==> src/hdl/assert_macros.svh <==
// ----------------------------------------------------------------------------
// Assertion macros
// Clocked concurrent assertions on clk_i, disabled while rst_ni is low.
// ----------------------------------------------------------------------------
`ifndef ASSERT_MACROS_SVH
`define ASSERT_MACROS_SVH
`ifndef ASSERT_OFF
`define SRNG_ASSERT(name, prop, msg) \
  name: assert property (@(posedge clk_i) disable iff (!rst_ni) prop) else $error(msg);
`define SRNG_ASSERT_NEXT(name, ante, cons, msg) \
  name: assert property (@(posedge clk_i) disable iff (!rst_ni) (ante) |=> (cons)) \
    else $error(msg);
`else
`define SRNG_ASSERT(name, prop, msg)
`define SRNG_ASSERT_NEXT(name, ante, cons, msg)
`endif
`endif

==> src/hdl/srng_pkg.sv <==
// ----------------------------------------------------------------------------
// srng_pkg
// Shared constants, codes and types of the sequenced sample ring.
// ----------------------------------------------------------------------------
`default_nettype none

package srng_pkg;

  localparam int unsigned RING_DEPTH = 32768;
  localparam int unsigned RING_AW    = $clog2(RING_DEPTH);
  localparam int unsigned SERIES_MAX = 4096;
  localparam int unsigned BATCH_CAP  = 64;

  localparam int unsigned SEQ_W      = 64;
  localparam int unsigned ID_W       = 12;
  localparam int unsigned STAMP_W    = 63;
  localparam int unsigned BITS_W     = 32;
  localparam int unsigned WANT_W     = 16;
  localparam int unsigned CNT_W      = 7;
  localparam int unsigned SCNT_W     = 13;
  localparam int unsigned CFG_IDX_W  = 2;
  localparam int unsigned CFG_DATA_W = 13;
  localparam int unsigned S_TDATA_W  = 192;
  localparam int unsigned M_TDATA_W  = 240;

  typedef enum logic {
    FUNC_WRITE = 1'b0,
    FUNC_POLL  = 1'b1
  } func_e;

  typedef enum logic [CFG_IDX_W-1:0] {
    CFG_RING_ENABLED = 2'd0,
    CFG_SERIES_COUNT = 2'd1,
    CFG_BATCH_MAX    = 2'd2
  } cfg_idx_e;

  typedef enum logic [3:0] {
    S_IDLE,
    S_CALC_A,
    S_CALC_B,
    S_CALC_C,
    S_CALC_D,
    S_CALC_E,
    S_READ,
    S_SEND,
    S_EMPTY
  } srng_state_e;

  typedef struct packed {
    logic write;
    logic poll_load;
    logic calc_a;
    logic calc_b;
    logic calc_c;
    logic calc_d;
    logic calc_e;
    logic rd_en;
    logic out_sample;
    logic out_empty;
  } srng_cmd_t;

  typedef struct packed {
    logic empty;
    logic last_one;
    logic out_free;
  } srng_sts_t;

  typedef struct packed {
    logic [SEQ_W-1:0]   seq;
    logic [ID_W-1:0]    series;
    logic [STAMP_W-1:0] stamp;
    logic [BITS_W-1:0]  bits;
  } slot_t;

endpackage

`default_nettype wire

==> src/hdl/srng_ctrl.sv <==
// ----------------------------------------------------------------------------
// srng_ctrl
// Sequencer: takes writes and polls, steps the poll setup and the readout.
// ----------------------------------------------------------------------------
`default_nettype none
`include "assert_macros.svh"

module srng_ctrl (
  input  wire logic                  clk_i,
  input  wire logic                  rst_ni,
  input  wire logic                  s_tvalid_i,
  input  wire logic                  func_i,
  output logic                       s_tready_o,
  input  wire srng_pkg::srng_sts_t   sts_i,
  output srng_pkg::srng_cmd_t        cmd_o
);

  srng_pkg::srng_state_e state_q, state_d;

  always_ff @(posedge clk_i or negedge rst_ni) begin
    if (!rst_ni) begin
      state_q <= srng_pkg::S_IDLE;
    end else begin
      state_q <= state_d;
    end
  end

  always_comb begin
    state_d    = state_q;
    cmd_o      = '0;
    s_tready_o = 1'b0;
    unique case (state_q)
      srng_pkg::S_IDLE: begin
        s_tready_o = 1'b1;
        if (s_tvalid_i) begin
          if (func_i == srng_pkg::FUNC_POLL) begin
            cmd_o.poll_load = 1'b1;
            state_d         = srng_pkg::S_CALC_A;
          end else begin
            cmd_o.write = 1'b1;
          end
        end
      end
      srng_pkg::S_CALC_A: begin
        cmd_o.calc_a = 1'b1;
        state_d      = srng_pkg::S_CALC_B;
      end
      srng_pkg::S_CALC_B: begin
        cmd_o.calc_b = 1'b1;
        state_d      = srng_pkg::S_CALC_C;
      end
      srng_pkg::S_CALC_C: begin
        cmd_o.calc_c = 1'b1;
        state_d      = srng_pkg::S_CALC_D;
      end
      srng_pkg::S_CALC_D: begin
        cmd_o.calc_d = 1'b1;
        state_d      = srng_pkg::S_CALC_E;
      end
      srng_pkg::S_CALC_E: begin
        if (sts_i.empty) begin
          state_d = srng_pkg::S_EMPTY;
        end else begin
          cmd_o.calc_e = 1'b1;
          state_d      = srng_pkg::S_READ;
        end
      end
      srng_pkg::S_READ: begin
        cmd_o.rd_en = 1'b1;
        state_d     = srng_pkg::S_SEND;
      end
      srng_pkg::S_SEND: begin
        if (sts_i.out_free) begin
          cmd_o.out_sample = 1'b1;
          state_d          = sts_i.last_one ? srng_pkg::S_IDLE : srng_pkg::S_READ;
        end
      end
      srng_pkg::S_EMPTY: begin
        if (sts_i.out_free) begin
          cmd_o.out_empty = 1'b1;
          state_d         = srng_pkg::S_IDLE;
        end
      end
      default: begin
        state_d = srng_pkg::S_IDLE;
      end
    endcase
  end

  `SRNG_ASSERT(a_busy_no_take, (state_q != srng_pkg::S_IDLE) |-> (!cmd_o.write && !cmd_o.poll_load), "transaction taken while busy")
  `SRNG_ASSERT_NEXT(a_send_moves, (state_q == srng_pkg::S_SEND) && sts_i.out_free, (state_q == srng_pkg::S_READ) || (state_q == srng_pkg::S_IDLE), "send stuck with free output")

endmodule

`default_nettype wire

==> config.mk <==
export PLATFORM = sky130hd
export DESIGN_NAME = srng_ctrl
export DESIGN_NICKNAME = d
export VERILOG_FILES = /design/src/hdl/srng_pkg.sv /design/src/hdl/srng_ctrl.sv
export VERILOG_INCLUDE_DIRS = /design/src /design/src/hdl
export SDC_FILE = /design/constraint.sdc
export NUM_CORES = 1
export LEC_CHECK = 0
export ABC_AREA = 1
export BUFFER_PORTS_ARGS = -buffer_cell sky130_fd_sc_hd__buf_4
export CORE_AREA = 2 2 39 41
export CTS_CLUSTER_DIAMETER = 40
export DETAILED_ROUTE_END_ITERATION = 10
export DIE_AREA = 0 0 41 43
export SYNTH_ARGS = -nofsm -noshare
export SYNTH_HDL_FRONTEND = slang
export SYNTH_SLANG_ARGS = --single-unit
==> constraint.sdc <==
create_clock -name clk_i -period 0.9 [get_ports clk_i]
set_input_delay 0.09 -clock clk_i [delete_from_list [all_inputs] [get_ports clk_i]]
set_output_delay 0.09 -clock clk_i [all_outputs]
set_load 0.005 [all_outputs]
### Yosys cells after proc, flatten, opt, wreduce, memory -nomap -nowiden

Cells that the tools add are included.

| cells by class | value |
|---|---|
| reduce and logical (&&, ||, !) cells | 2 |
| muxes and demuxes | 22 |
| equal/unequal tests | 12 |

Operators by type and width:

| cell | count |
|---|---|
| 4-bit case mux with 9 select lines | 1 |
| 4-bit two-way mux | 5 |
| 4-bit by 3-bit equality test with 1-bit output (second input constant) | 4 |
| 1-bit two-way mux | 13 |
| 4-bit by 2-bit equality test with 1-bit output (second input constant) | 2 |
| 2-bit != test (second input constant) | 4 |
| 4-bit by 1-bit equality test with 1-bit output (second input constant) | 1 |
| 4-bit equality test (second input constant) | 1 |
| 4-bit logical NOT | 1 |
| 2-bit two-way mux | 2 |
| 4-bit AND reduction | 1 |
| 3-bit two-way mux | 1 |

| storage, ports and cells | value |
|---|---|
| register bits | 4 |
| word-level logic and storage cells | 37 |
| output and inout bits | 11 |
| input bits | 7 |

### Longest topological paths before layout

Gate-level depths: netlist of the first run.

| depth | value |
|---|---|
| word-level depth | 3 |
| mapped depth | 7 |
| depth with buffers taken out | 7 |

### Worst setup path after synthesis of the first run

No wires, ideal clock.

| timing path | value |
|---|---|
| kind | register to register |
| start | reg state_q[1] |
| end | reg state_q[1] |
| period minus slack after synthesis | 1.042 ns |
| slack | -0.142 ns |
| arrival | 0.923 ns |
| library setup time | 0.119 ns |
| buffers on the path | 0 |
| stages on the path, launching flop included | 7 |
| required time | 0.781 ns |
| cells stage by stage | dfrtp_1 nor2_2 nand2_1 nor2_1 a21oi_2 nand2_1 nand2_1 |

| between the ends | value |
|---|---|
| cells in the longest elaborated chain, start to end | 3 |
| elaborated cells on any way between the ends | 15 |
| classes of those cells | eq/ne (12); mux (1); reduce/logical (2) |

Ends and longest elaborated chain:

| item | line | text |
|---|---|---|
| start: declaration | srng_ctrl.sv:18 | `srng_pkg::srng_state_e state_q, state_d;` |
| start signal: assignment | srng_ctrl.sv:22 | `state_q <= srng_pkg::S_IDLE;` |
| start signal: assignment | srng_ctrl.sv:24 | `state_q <= state_d;` |
| 4-bit by 3-bit equality test with 1-bit output, or another cell as far along | srng_ctrl.sv:32 | `unique case (state_q)` |
| 2-bit != test (no line) | - |  |
| 4-bit AND reduction (no line) | - |  |

Parallel ways exist; a longest one is shown, timed or not.
A chain may end at the register's enable or synchronous reset.

==> reports/results.txt, run 1 <==
Status = complete, but fails checks
Failing checks = negative setup slack
Drt initial violations = 8
Final cell utilization of the core = 52.6%
Initial antenna violation count = 0
I/O pins = 18
Area of the multi-input gates = 275 µm²
Starting density of the core = 25.2%
CTS Root Cell = clkbuf_4
# diodes = 0
Placer Congestion = 0.748
Die area = 1760 µm²
CP Launch Type = flop
H-tree Lvls = 1
Detailed Routing Iterations Pass 1 = 4
Most common cell on crit path = buf_4
Total track usage = 12.9%
RSZ-0062 raised after global routing = yes
WL per Instance = 9.90 µm
Clock Path Buffers = 2
Routed WL = 1070 µm
First-pass GRT wire length = 1510 µm
Worst Setup End Kind = primary output
Sequential area share after synthesis = 28.7%
Max FFs per register = 4
Filler Cells Inserted = 133
Vias in the first global route = 419
Leakage = 0.404 nW
# DRC = 0
CP arrival = 1.20 ns
CTS Buf Count = 3
Hold WS = 0.0748 ns
Crit-path cells = buf_4 -> nand2_2 -> buf_4 -> nor2_2 -> buf_4
Gate Count Post-Synth = 59
DRT antenna net count = 0
Yosys cell types = 14
Largest reg by FF count = state_q
Min-delay worst type = in -> reg
CP Max Fanout = 4
Site Rows = 14
Top Registers = state_q (4)
Finish-stage setup viols = 15
Via count = 466
Final worst slack = -0.395 ns
Area delta synth->final = 109%
Worst skew pair latency = 0.23 ns
Clock transition at path regs = 0.04 ns
Storage cell area = 103 µm²
Port buffer count = 17
Avg Cell Area, Syn = 5.92 µm²
Mapped Area = 349 µm²
Placed wire-length estimate = 704 µm
CP peak stage delay = 0.42 ns
Largest net degree at the start of global routing = 6
Relative slew slack = 86.5%
Minimum clock period = 1.29 ns
Final Slew Violations = 0
Layout cell share with drive strength beyond 1 = 67.4%
Max-capacitance violation count = 0
Sum Neg Setup Slack = -4.77 ns
Final period util = 144%
Final Skew = 0.00161 ns
Die width = 41 µm
Critical path type = reg -> out
GRT overflow = 0
Die Y = 43 µm
Via-to-Cell Ratio = 4.31
Syn. warnings = 0
Fmax = 0.772 GHz
VDD IR max = 1320 µV
Critical path's slowest cell = dfrtp_1
Nets = 101
Syn nets = 66
Final Hold Viols = 0
Worst path required time = 0.81 ns
Clock sink count = 4
Worst slew pin tran = 0.202 ns
CTS tree = yes
Pwr/cell area = 2650 nW/µm²
CORE AREA = 1380 µm²
Register bit total from synthesis = 4
-- cell usage after synthesis --
cell      count  area share [%]
nor3_1        1             1.4
dfrtp_1       4              29
nand2_1      14              15
o211ai_1      1             2.2
a22oi_1       1             2.2
nor2_2        5             9.0
nor2_1       11              12
inv_2         3             3.2
nand3_2       1             2.9
o21ai_0       2             2.9
a21oi_2       1             2.5
inv_1        10              11
nand3_1       4             5.7
nand2_2       1             1.8
-- cells in the final DEF, fill, tap and decap left out, types with 3 or more instances in the layout --
cell type and instances:
nand2_2 4, nor2_1 6, nand2_1 9, buf_6 7, nor2_4 6, inv_2 6
nor2_2 4, inv_1 5, nand3_1 4, clkbuf_4 3, buf_4 22
-- layer usage --
metal	track usage, %	up-vias	part of all wire, %
li1	-	246	-
met1	14.0	209	35
met2	20.9	9	59
met3	1.57	2	4.1
met4	10.0	0	1.5
met5	0	-	0
-- metrics by stage --
stage | area, µm² | total power, W | worst slack [ns] | std cells
floorplan | 349 | 0.000783 | -0.119 | 59
global placement | 534 | 0.00119 | -0.235 | 97
detailed placement | 534 | 0.00119 | -0.231 | 97
CTS | 646 | 0.00171 | -0.399 | 105
global route | 728 | 0.00208 | -0.455 | 108
finish | 728 | 0.00193 | -0.395 | 108
-- worst paths after layout --
| kind | end | slack (ns) | start | cells after the start |
|---|---|---|---|---|
| worst max register to register | state_q[1] | -0.30 | state_q[0] | 8 |
| worst max-delay path | cmd_o[2] | -0.39 | state_q[2] | 5 |
| min in group asynchronous | state_q[2] | 0.19 | rst_ni | 2 |
| worst min-delay path | state_q[3] | 0.07 | sts_i[0] | 2 |
| worst min register to register | state_q[3] | 0.72 | state_q[3] | 3 |
| max in group asynchronous | state_q[0] | 0.60 | rst_ni | 2 |
-- report_power, final --
part	total, W	leakage (nW)	internal (W)	switching [W]
sequential	0.000318	0.0500	0.000242	0.0000759
combinational	0.00139	0.340	0.000709	0.000685
clock	0.000220	0.0138	0.000149	0.0000710
total	0.00193	0.404	0.00110	0.000832
-- critical path, delay by kind of cell (launching register included) --
family / cells / cell delay [ns]
AND/OR/NAND/NOR: 2 / 0.16
buffers and inverters: 3 / 0.40
flip-flops: 1 / 0.42
-- cells by family after synthesis --
kind of cell    after synthesis  synth area share [%]
simple gates                 37                  47.7
buf+inv                      13                  14.0
compound gates                5                  9.68
flops                         4                  28.7
-- what timing repair did --
item	CTS	global route
hold buffers	1	0
pin swaps	9	9
gates resized for setup	15	22
buffers inserted	4	3
setup endpoints to repair	15	15
endpoints found under the hold margin	4	0
-- layout make-up --
cell class | count | area share (%)
clock buffers | 3 | 3.09
inverters | 13 | 7.39
multi-input cells | 42 | 37.8
flip-flops and latches | 4 | 14.1
well taps | 16 | 2.75
repair buffers | 30 | 34.9
Note: power is estimated with default switching activity, not from simulation.
==> run 2: changes to the inputs <==
- ABC_AREA: 1 -> 0
==> reports/results.txt, run 2 <==
CP arrival = 1.28 ns
WL per Instance = 13.6 µm
Post-route cell area = 836 µm²
Failing checks = negative setup slack
CP peak stage delay = 0.46 ns
Via count = 504
RSZ-0062 raised after global routing = yes
Most frequent cells in the layout = 27 x buf_4, 11 x buf_6, 4 x dfrtp_2
Busiest grt layer = met2
CP startpoint = state_q[0]
CORE AREA = 1380 µm²
Minimum clock period = 1.37 ns
Max FFs per register = 4
Via-to-Cell Ratio = 5.09
Reg2reg setup slack = -0.38 ns
Count leader, synth = nor3_1
Grt met2 use = 29.7%
Leakage = 0.398 nW
Largest net degree at the start of global routing = 8
Die width = 41 µm
Worst skew pair latency = 0.24 ns
Asr flop ratio synth = 100%
R2r worst-path depth = 4
Register bit total from synthesis = 4
Port buffer count = 17
I/O pins = 18
GR Util met3 = 3.14%
CP Max Fanout = 6
Worst slew pin tran = 0.229 ns
Max-capacitance violation count = 0
Final Skew = 0.000310 ns
Reg-to-reg critical path endpoint = state_q[1]
Filler Cells Inserted = 130
Die Y = 43 µm
Power, Total = 0.00285 W
M1 GR Usage = 19.5%
Avg Cell Area, Syn = 7.83 µm²
GRT overflow = 0
Delay-heaviest family, CP = simple AND/OR/NAND/NOR gates
Syn nets = 49
CTS Root Cell = clkbuf_4
Area delta synth->final = 154%
Top Registers = state_q (4)
Critical Path Sink = cmd_o[8]
DRT antenna net count = 0
Biggest area consumer among synthesized cells = dfrtp_1
Relative slew slack = 84.6%
H-tree Lvls = 1
VDD IR max = 1530 µV
Mapped Area = 329 µm²
CTS Buf Count = 3
Placed wire-length estimate = 709 µm
Final worst slack = -0.473 ns
Clock transition at path regs = 0.04 ns
Hold WS = 0.159 ns
Nets = 91
Commonest non-fill, non-tap cell in the layout = buf_4
Site Rows = 14
Reg2reg start = state_q[3]
Vias in the first global route = 479
Synth area leaders = dfrtp_1 30%, nor3_1 9.1%, a21oi_1 6.1%, buf_2 4.6%, nand2_1 4.6%
CP Launch Type = flop
Status = complete, but fails checks
Largest reg by FF count = state_q
Clock Path Buffers = 2
Final cell count without fillers = 99
Worst hold path cell count = 3
CTS tree = yes
Detailed Routing Iterations Pass 1 = 4
Gate Count Post-Synth = 42
Worst Path Buf+Inv = 1
Total track usage = 17.7%
Critical path depth = 3
Min-delay worst type = in -> reg
DP Cell Count = 83
Crit-path cells = nor4_4 -> and3_1 -> buf_4
Critical path's slowest cell = dfrtp_2
Synth top cells by count = 6 x nor3_1, 4 x a21oi_1, 4 x dfrtp_1, 4 x nand2_1
Initial antenna violation count = 0
Worst path required time = 0.81 ns
First-pass GRT wire length = 2080 µm
Yosys cell types = 21
# DRC = 0
Die area = 1760 µm²
Layout cell share with drive strength beyond 1 = 79.5%
Starting density of the core = 23.8%
Final Hold Viols = 0
Sequential area share after synthesis = 30.4%
Final cell utilization of the core = 60.4%
Final period util = 153%
Clock sink count = 4
Most frequently used flop master after synthesis = dfrtp_1
# diodes = 0
Drt initial violations = 6
Placer Congestion = 0.834
Post-synth EDFFs = 0
Pwr/cell area = 3420 nW/µm²
Syn. warnings = 0
Fmax = 0.728 GHz
Routed WL = 1340 µm
Critical path type = reg -> out
Finish-stage setup viols = 15
Final Slew Violations = 0
Worst Setup End Kind = primary output
Top cell type's share of synthesized area = 30.4%
DP Area = 556 µm²
==> run 2: cell count changes after synthesis, moves of 4 or more <==
cell,change
nor2_1,-8
nand3_1,-4
nor2_2,-5
nand2_1,-10
a21oi_1,+4
nor3_1,+5
inv_1,-8
==> run 2: how the worst min path moves through the flow <==
stage	start	to	slack, ns
4_1_cts	sts_i[0]	state_q[3]	0.15
6_report	sts_i[0]	state_q[3]	0.16
5_1_grt	rst_ni	state_q[0]	0.18
3_5_place_dp	rst_ni	state_q[0]	-0.11
2_1_floorplan	rst_ni	state_q[0]	-0.21
3_3_place_gp	rst_ni	state_q[0]	-0.11
==> run 2: cell families (layout without fill, tap and decap cells) <==
logic type | after synthesis | after routing | share of synthesized area (%)
AO/OA/AOI/OAI | 10 | 10 | 17.9
buffers and inverters | 6 | 47 | 10.3
flip-flops | 4 | 4 | 30.4
AND/OR/NAND/NOR | 22 | 22 | 41.4
==> run 2: area by class of cell <==
class,count,area [µm²],share of cell area [%]
timing repair buffer,41,372,44.5
multi-input combinational,32,305,36.5
sequential,4,105,12.6
clock buffer,4,26.3,3.14
tap,16,20.0,2.40
inverter,2,7.51,0.898
==> run 2: repair_timing <==
item	CTS	global route
pin swaps	7	3
setup buffers	8	3
hold endpoints to repair	4	0
hold buffers	1	0
setup endpoints to repair	15	15
gates resized for setup	19	18
==> run 2: tightest hold or removal path, delay by kind of cell <==
family | cells | cell delay [ns]
AO/OA/AOI/OAI | 1 | 0.04
buffers and inverters | 1 | 0.10
AND/OR/NAND/NOR | 1 | 0.12
==> run 2: per-stage QoR <==
step / setup WS (ns) / TNS (ns)
detailed placement: -0.293 / -3.43
floorplan: -0.249 / -1.39
global route: -0.537 / -6.81
CTS: -0.470 / -5.99
global placement: -0.313 / -3.44
finish: -0.473 / -6.08
==> run 2: per-layer routing <==
layer	routed length, µm	vias to the layer above
li1	-	235
met1	479	248
met2	762	19
met3	90	2
met4	9	0
met5	0	-
==> run 2: power by group <==
group          switching (W)  internal, W  leakage, nW
Clock              0.0000816     0.000167       0.0150
Sequential          0.000167     0.000276       0.0444
Combinational       0.000869      0.00129        0.338
==> run 3: changes to the inputs <==
- BUFFER_PORTS_ARGS: -buffer_cell sky130_fd_sc_hd__buf_4 -> -buffer_cell sky130_fd_sc_hd__buf_2
- GPL_ROUTABILITY_DRIVEN: not set -> 0
- MAX_ROUTING_LAYER: not set -> met4
==> reports/results.txt, run 3 (synthesis gave the netlist of run 2 again) <==
Status = complete, but fails checks
Failing checks = negative setup slack
Largest reg by FF count = state_q
Die Y = 43 µm
GRT overflow = 0
Clock sink count = 4
Final cell count without fillers = 91
Initial antenna violation count = 0
Layout cell share with drive strength beyond 1 = 70.7%
CP arrival = 1.29 ns
Hold WS = 0.156 ns
DRT antenna net count = 0
CP Max Fanout = 3
Most frequent cells in the layout = 17 x buf_2, 8 x buf_4, 7 x buf_6
I/O pins = 18
Site Rows = 14
Via-to-Cell Ratio = 4.96
WL per Instance = 13.2 µm
Starting density of the core = 23.8%
Max-capacitance violation count = 0
Worst path required time = 0.81 ns
Worst skew pair latency = 0.24 ns
Area delta synth->final = 103%
Final Skew = 0.00326 ns
Worst slew pin tran = 0.226 ns
Largest net degree at the start of global routing = 8
Max FFs per register = 4
Leakage = 0.331 nW
Relative slew slack = 84.8%
Final Slew Violations = 0
Via count = 451
Detailed Routing Iterations Pass 1 = 4
CTS Buf Count = 3
DP Cell Count = 80
# DRC = 0
Fmax = 0.726 GHz
Clock Path Buffers = 2
VDD IR max = 1260 µV
Die area = 1760 µm²
Filler Cells Inserted = 139
Commonest non-fill, non-tap cell in the layout = buf_2
Port buffer count = 17
Placed wire-length estimate = 743 µm
CORE AREA = 1380 µm²
Storage cell area = 105 µm²
Nets = 83
CTS Root Cell = clkbuf_4
Pwr/cell area = 3420 nW/µm²
Finish-stage setup viols = 15
Total track usage = 14.6%
Final period util = 153%
Critical path type = reg -> out
Drt initial violations = 5
First-pass GRT wire length = 1680 µm
Worst Setup End Kind = primary output
H-tree Lvls = 1
Pre-CTS WS = -0.310 ns
CTS tree = yes
Area of the multi-input gates = 274 µm²
RSZ-0062 raised after global routing = yes
Minimum clock period = 1.38 ns
Final Hold Viols = 0
Top Registers = state_q (4)
Die width = 41 µm
Vias in the first global route = 410
# diodes = 0
Routed WL = 1200 µm
CP Launch Type = flop
Final worst slack = -0.477 ns
Min-delay worst type = in -> reg
Clock transition at path regs = 0.04 ns
==> run 3: layout make-up <==
type,count,area share (%)
well taps,16,3.00
flip-flops and latches,4,15.8
repair buffers,33,35.1
multi-input cells,32,41.1
inverters,2,1.13
clock buffers,4,3.94
==> run 3: final timing paths <==
path	start	endpoint	slack, ns	depth (start not counted)
hold / removal	sts_i[0]	state_q[3]	0.16	3
max in group asynchronous	rst_ni	state_q[1]	0.57	2
setup reg to reg	state_q[0]	state_q[3]	-0.44	3
min in group asynchronous	rst_ni	state_q[2]	0.20	2
setup / recovery	state_q[2]	cmd_o[0]	-0.48	4
hold reg to reg	state_q[1]	state_q[3]	0.57	2
==> run 3: critical path: stages (launching register included) <==
cell and delay [ns]:
dfrtp_2 0.42, buf_4 0.16, buf_6 0.12, and4b_1 0.23, buf_2 0.11
==> run 3: timing repair <==
| item | 4_1_cts | 5_1_grt |
|---|---|---|
| endpoints found under the hold margin | 4 | 0 |
| resized for setup | 11 | 11 |
| pin swaps | 2 | 4 |
| setup buffers | 3 | 3 |
| setup endpoints to repair | 15 | 15 |
| hold buffers | 1 | 0 |
| gates cloned | 0 | 0 |
==> run 3: routing by layer <==
layer | GRT usage [%] | part of all wire, % | vias to the layer above
li1 | - | - | 218
met1 | 16.1 | 37 | 212
met2 | 24.1 | 55 | 18
met3 | 1.57 | 5.4 | 3
met4 | 8.00 | 2.1 | 0
met5 | - | 0 | -
==> run 3: power breakdown <==
| part | leakage, nW | internal (W) | switching (W) |
|---|---|---|---|
| logic | 0.272 | 0.000904 | 0.000717 |
| registers | 0.0444 | 0.000276 | 0.000122 |
| clock network | 0.0150 | 0.000168 | 0.0000911 |
==> run 3: through the flow <==
stage | power (W) | setup TNS (ns) | utilization [%] | area, µm²
after detailed placement | 0.00139 | -3.10 | 35.4 | 490
after global placement | 0.00139 | -2.93 | 35.4 | 490
after CTS | 0.00190 | -5.63 | 42.4 | 587
final | 0.00228 | -5.73 | 48.2 | 667
after floorplan | 0.00102 | -1.39 | - | 353
after global routing | 0.00246 | -6.75 | 48.2 | 667
